File: config.mk
export PLATFORM = sky130hd
export DESIGN_NAME = utf8_byte_level_bpe_unmap
export DESIGN_NICKNAME = d
export VERILOG_FILES = /design/src/rtl/ubbu_pkg.sv /design/src/rtl/ubbu_decode.sv /design/src/rtl/utf8_byte_level_bpe_unmap.sv
export SDC_FILE = /design/constraint.sdc
export NUM_CORES = 1
export LEC_CHECK = 0
export ABC_AREA = 1
export BUFFER_PORTS_ARGS = -buffer_cell sky130_fd_sc_hd__buf_4
export CORE_MARGIN = 4
export CORE_UTILIZATION = 35
export CTS_BUF_LIST = sky130_fd_sc_hd__clkbuf_2 sky130_fd_sc_hd__clkbuf_4 sky130_fd_sc_hd__clkbuf_8
export CTS_CLUSTER_DIAMETER = 60
export CTS_CLUSTER_SIZE = 8
export DETAILED_ROUTE_END_ITERATION = 8
export GPL_TIMING_DRIVEN = 0
export SLEW_MARGIN = 5
export SYNTH_ARGS = -nofsm -noshare
export SYNTH_HDL_FRONTEND = slang
export SYNTH_HIERARCHICAL = 1
export SYNTH_SLANG_ARGS = --single-unit
File: constraint.sdc
create_clock -name i_clk -period 3 [get_ports i_clk]
set_input_delay 0.3 -clock i_clk [delete_from_list [all_inputs] [get_ports i_clk]]
set_output_delay 0.3 -clock i_clk [all_outputs]
set_load 0.01 [all_outputs]
File: src/rtl/ubbu_pkg.sv
package ubbu_pkg;

    localparam int unsigned CP_W = 21;

    // Codepoint bounds of the reverse byte table.
    localparam logic [CP_W-1:0] CP_SHIFT_LO  = 21'd256;
    localparam logic [CP_W-1:0] CP_SHIFT_HI  = 21'd288;
    localparam logic [CP_W-1:0] CP_HIGH_LO   = 21'd289;
    localparam logic [CP_W-1:0] CP_HIGH_HI   = 21'd322;
    localparam logic [CP_W-1:0] CP_SOFT_HYPH = 21'd323;
    localparam logic [7:0]      HIGH_OFFSET  = 8'd162;
    localparam logic [7:0]      SOFT_HYPH_B  = 8'd173;

    typedef struct packed {
        logic [7:0] in_byte;
        logic       in_last;
    } t_in;

    typedef struct packed {
        logic [7:0] out_byte;
        logic       out_last;
        logic       out_error;
    } t_out;

    typedef struct packed {
        logic [1:0]      pending;
        logic [CP_W-1:0] acc;
        logic            discarding;
    } t_state;

endpackage

File: src/rtl/ubbu_decode.sv
module ubbu_decode (
    input  ubbu_pkg::t_state i_state,
    input  ubbu_pkg::t_in    i_in,
    output ubbu_pkg::t_state o_state,
    output logic             o_res_valid,
    output ubbu_pkg::t_out   o_res
);

    logic [ubbu_pkg::CP_W-1:0] acc_sh;
    logic [ubbu_pkg::CP_W-1:0] cp;
    logic                      map_ok;
    logic [7:0]                map_byte;
    logic [7:0]                b;
    logic                      last;

    assign b      = i_in.in_byte;
    assign last   = i_in.in_last;
    assign acc_sh = {i_state.acc[ubbu_pkg::CP_W-7:0], b[5:0]};
    assign cp     = (i_state.pending != 2'd0) ? acc_sh
                                              : {{(ubbu_pkg::CP_W-8){1'b0}}, b};

    always_comb begin
        map_ok   = 1'b1;
        map_byte = cp[7:0];
        if ((cp >= 21'd33 && cp <= 21'd126) || (cp >= 21'd161 && cp <= 21'd172) ||
            (cp >= 21'd174 && cp <= 21'd255)) begin
            map_byte = cp[7:0];
        end else if (cp >= ubbu_pkg::CP_SHIFT_LO && cp <= ubbu_pkg::CP_SHIFT_HI) begin
            map_byte = cp[7:0];
        end else if (cp >= ubbu_pkg::CP_HIGH_LO && cp <= ubbu_pkg::CP_HIGH_HI) begin
            map_byte = cp[7:0] - ubbu_pkg::HIGH_OFFSET;
        end else if (cp == ubbu_pkg::CP_SOFT_HYPH) begin
            map_byte = ubbu_pkg::SOFT_HYPH_B;
        end else begin
            map_ok = 1'b0;
        end
    end

    always_comb begin
        logic finish;
        logic error;
        finish      = 1'b0;
        error       = 1'b0;
        o_state     = i_state;
        o_res_valid = 1'b0;
        o_res       = '0;

        if (i_state.discarding) begin
            if (last) begin
                o_state.discarding = 1'b0;
            end
        end else if (i_state.pending != 2'd0) begin
            o_state.acc     = acc_sh;
            o_state.pending = i_state.pending - 2'd1;
            if (i_state.pending == 2'd1) begin
                finish = 1'b1;
            end else if (last) begin
                error = 1'b1;
            end
        end else if (!b[7]) begin
            finish = 1'b1;
        end else if (b[7:5] == 3'b110) begin
            o_state.acc     = {{(ubbu_pkg::CP_W-5){1'b0}}, b[4:0]};
            o_state.pending = 2'd1;
            error           = last;
        end else if (b[7:4] == 4'b1110) begin
            o_state.acc     = {{(ubbu_pkg::CP_W-4){1'b0}}, b[3:0]};
            o_state.pending = 2'd2;
            error           = last;
        end else if (b[7:3] == 5'b11110) begin
            o_state.acc     = {{(ubbu_pkg::CP_W-3){1'b0}}, b[2:0]};
            o_state.pending = 2'd3;
            error           = last;
        end else begin
            error = 1'b1;
        end

        if (finish) begin
            o_state.pending = 2'd0;
            o_state.acc     = '0;
            if (map_ok) begin
                o_res_valid    = 1'b1;
                o_res.out_byte = map_byte;
                o_res.out_last = last;
            end else begin
                error = 1'b1;
            end
        end

        // A rejected token is skipped up to its last byte, unless this was it.
        if (error) begin
            o_state.pending    = 2'd0;
            o_state.acc        = '0;
            o_state.discarding = !last;
            o_res_valid        = 1'b1;
            o_res.out_byte     = 8'd0;
            o_res.out_last     = 1'b1;
            o_res.out_error    = 1'b1;
        end
    end

endmodule

File: src/rtl/utf8_byte_level_bpe_unmap.sv
// Decodes the UTF-8 bytes of one token string and maps each codepoint back
// through the reverse byte-to-unicode table to one raw byte. One byte is taken
// every cycle while the input is not stalled; a result is registered into the
// output register. Behind the output register sits a one-beat skid register, so
// the input is stalled only when both hold a beat the consumer has not taken.
// A format error gives one beat with out_error and out_last set, and the rest
// of that token's bytes are consumed without results.
module utf8_byte_level_bpe_unmap (
    input  logic           i_clk,
    input  logic           i_rst_n,
    input  logic           i_in_valid,
    output logic           o_in_stall,
    input  ubbu_pkg::t_in  i_in,
    output logic           o_out_valid,
    input  logic           i_out_stall,
    output ubbu_pkg::t_out o_out
);

    ubbu_pkg::t_state r_state;
    ubbu_pkg::t_state n_state;
    ubbu_pkg::t_out   r_out;
    ubbu_pkg::t_out   r_skid;
    logic             r_out_valid;
    logic             r_skid_valid;
    ubbu_pkg::t_out   res;
    logic             res_valid;
    logic             in_acc;
    logic             out_acc;

    ubbu_decode u_decode (
        .i_state     (r_state),
        .i_in        (i_in),
        .o_state     (n_state),
        .o_res_valid (res_valid),
        .o_res       (res)
    );

    assign in_acc      = i_in_valid && !r_skid_valid;
    assign out_acc     = r_out_valid && !i_out_stall;
    assign o_in_stall  = r_skid_valid;
    assign o_out_valid = r_out_valid;
    assign o_out       = r_out;

    always_ff @(posedge i_clk) begin
        if (!i_rst_n) begin
            r_state <= '0;
        end else if (in_acc) begin
            r_state <= n_state;
        end
    end

    always_ff @(posedge i_clk) begin
        if (!i_rst_n) begin
            r_out_valid  <= 1'b0;
            r_skid_valid <= 1'b0;
        end else if (!r_out_valid || out_acc) begin
            if (r_skid_valid) begin
                r_out_valid  <= 1'b1;
                r_skid_valid <= 1'b0;
            end else begin
                r_out_valid <= in_acc && res_valid;
            end
        end else if (in_acc && res_valid) begin
            r_skid_valid <= 1'b1;
        end
    end

    always_ff @(posedge i_clk) begin
        if (!r_out_valid || out_acc) begin
            r_out <= r_skid_valid ? r_skid : res;
        end else if (in_acc && res_valid) begin
            r_skid <= res;
        end
    end

    a_skid_implies_out: assert property (@(posedge i_clk) disable iff (!i_rst_n)
        r_skid_valid |-> r_out_valid)
        else $error("skid register holds a beat while the output register is empty");

    a_error_beat: assert property (@(posedge i_clk) disable iff (!i_rst_n)
        (o_out_valid && o_out.out_error) |-> (o_out.out_last && o_out.out_byte == 8'd0))
        else $error("error beat without last flag or with a nonzero byte");

    a_discard_clean: assert property (@(posedge i_clk) disable iff (!i_rst_n)
        r_state.discarding |-> (r_state.pending == 2'd0 && r_state.acc == '0))
        else $error("discarding while a sequence is still pending");

    a_discard_silent: assert property (@(posedge i_clk) disable iff (!i_rst_n)
        (in_acc && r_state.discarding) |-> !res_valid)
        else $error("result produced while discarding a rejected token");

endmodule

==> impl_metrics.env <==
export IMPL_status="finished, final reports clean"
export IMPL_slowest_stage="nor2_1"
export IMPL_hold_viol=0
export IMPL_grt_util_met1=0.219
export IMPL_vdd_ir_drop_max_mv=0.262
export IMPL_p_sw_mw=0.631
export IMPL_setup_viol=0
export IMPL_fin_area_mm2=0.00367
export IMPL_p_sw_frac=0.361
export IMPL_grtUsageMet2=0.250
export IMPL_vias=3172
export IMPL_p_per_area_mw_per_mm2=477
export IMPL_grt_use_met3=0.0296
export IMPL_route_detailed_drc=0
export IMPL_grt_antenna_before_repair=0
export IMPL_finalHoldWorstSlack_ps=265
export IMPL_grt_busiest_layer="met2"
export IMPL_drtPass1Iterations=5
export IMPL_cap_violations=0
export IMPL_final_setup_tns_ps=0
export IMPL_final_antenna_net_count=0
export IMPL_start_util=0.367
export IMPL_rsz0062_at_grt="no"
export IMPL_grt_pass1_vias=2886
export IMPL_path_cells="inv_2 > a21oi_1 > nand2_1 > inv_1 > nor2_1 > clkinv_1 > buf_2 > nand2_1 > nor2_1"
export IMPL_avgSynthCellArea_um2=6.82
export IMPL_area_delta_synth_final_pct=12.3
export IMPL_comb_power_share=0.351
export IMPL_drive_gt1_frac=0.193
export IMPL_intPower_mw=1.12
export IMPL_end_kind="register"
export IMPL_totalWireLength_mm=8.49
export IMPL_path_clk_slew_ps=90
export IMPL_fin_crit_ps=2640
export IMPL_setup_ws_ps=360
export IMPL_start_kind="register"
export IMPL_placed_area_mm2=0.00355
export IMPL_dp_cells=607
export IMPL_place_congestion=0.934
export IMPL_rows=34
export IMPL_htreeDepth=2
export IMPL_power_mw=1.75
export IMPL_core_area_mm2=0.00889
export IMPL_post_cts_buffers=0
export IMPL_fin_util=0.412
export IMPL_leakagePower_nw=1.68
export IMPL_n_antenna_cell=0
export IMPL_slowest_delay_ps=580
export IMPL_power_frac_clock=0.263
export IMPL_cts_buffers=5
export IMPL_cts_tree="yes"
export IMPL_io_pins=25
export IMPL_clk_path_buf_depth=2
export IMPL_fmaxAchievable_ghz=0.379
export IMPL_die_y_um=105
export IMPL_gr_total_overflow=0
export IMPL_syn_num_nets=497
export IMPL_cts_hold_buffers=0
export IMPL_dp_hpwl_mm=6.77
export IMPL_grt_pass1_wl_mm=14.2
export IMPL_slew_headroom=0.492
export IMPL_min_period_over_period=0.880
export IMPL_drt_iter0_drc=213
export IMPL_die_x_um=105
export IMPL_finalNonFillerCells=615
export IMPL_place_ws_ps=339
export IMPL_hold_class="input pin to register"
export IMPL_yosys_warnings=6
export IMPL_cts_resized=0
export IMPL_wl_per_cell_um=13.8
export IMPL_grtUsageTotal=0.156
export IMPL_critical_path_peak_fanout=10
export IMPL_cts_sinks=40
export IMPL_synthCells=479
export IMPL_finalClockSkew_ps=4.62
export IMPL_syn_area_mm2=0.00327
export IMPL_grt_max_degree=15
export IMPL_viasPerCell=5.16
export IMPL_final_nets=524
export IMPL_slew_viol_final=0
export IMPL_required_ps=2930
export IMPL_numPortBuffers=20
export IMPL_worst_slew_pin_slew_ps=759
export IMPL_insertion_delay_ps=290
export IMPL_crit_type="register to register"
export IMPL_clockRootBuffer="clkbuf_8"
export IMPL_p_seq_frac=0.386
export IMPL_arrival_ps=2570
export IMPL_die_area_mm2=0.0109
==> worst paths after layout <==
kind,startpoint,cells after the start,end,slack [ps]
hold reg to reg,o_out_valid,2,o_in_stall,480
setup / recovery,r_state[22],9,r_skid[8],360
setup reg to reg,r_state[22],9,r_skid[8],360
hold / removal,i_out_stall,3,o_in_stall,270
==> cell type report <==
type,instances,area (um^2)
fill,937,5220
multi-input combinational,379,1970
sequential,40,1000
timing repair buffer,20,150
buffer,23,150
inverter,37,141
tap,108,135
clock buffer,5,68.8
clock inverter,3,46.3
==> layout by cell type, fill, tap and decap left out, drive strengths merged <==
cell      instances
a21oi            16
a22oi             1
a311oi            1
a32oi             6
and3              1
buf              37
bufinv            1
clkbuf           11
clkinv            2
clkinvlp          1
dfxtp            20
edfxtp           20
ha                5
inv              36
nand2           143
nand3            39
nand3b           20
nand4             9
nor2            102
nor3              3
o211ai            2
o21a              1
o21ai            20
o221ai            1
o22ai             2
o311ai            1
or2               3
xnor2             1
xor2              2
==> power groups by stage <==
stage / Sequential, mW / Clock, mW / Combinational [mW]
final: 0.675 / 0.459 / 0.614
after global routing: 0.683 / 0.494 / 0.692
after CTS: 0.675 / 0.470 / 0.614
after detailed placement: 0.688 / 0 / 0.612
after global placement: 0.687 / 0 / 0.609
after floorplan: 0.699 / 0 / 0.432
==> flip-flops by register name, indices dropped and copies added (netlist names) <==
name and count:
o_out_valid 1, o_out 10, r_state 18, r_skid 10, o_in_stall 1
==> worst max-delay path: cells and delay by family (launching register included) <==
family / cells / cell delay, ps
and+or+nand+nor: 4 / 860
buffers and inverters: 4 / 710
DFF: 1 / 510
AOI/OAI and AO/OA: 1 / 200
==> layer usage <==
| metal | vias up | share of wire |
|---|---|---|
| met4 | 0 | 0.015 |
| li1 | 1614 | - |
| met5 | - | 0 |
| met1 | 1447 | 0.48 |
| met2 | 100 | 0.44 |
| met3 | 11 | 0.058 |
(Power assumes the default switching activity.)
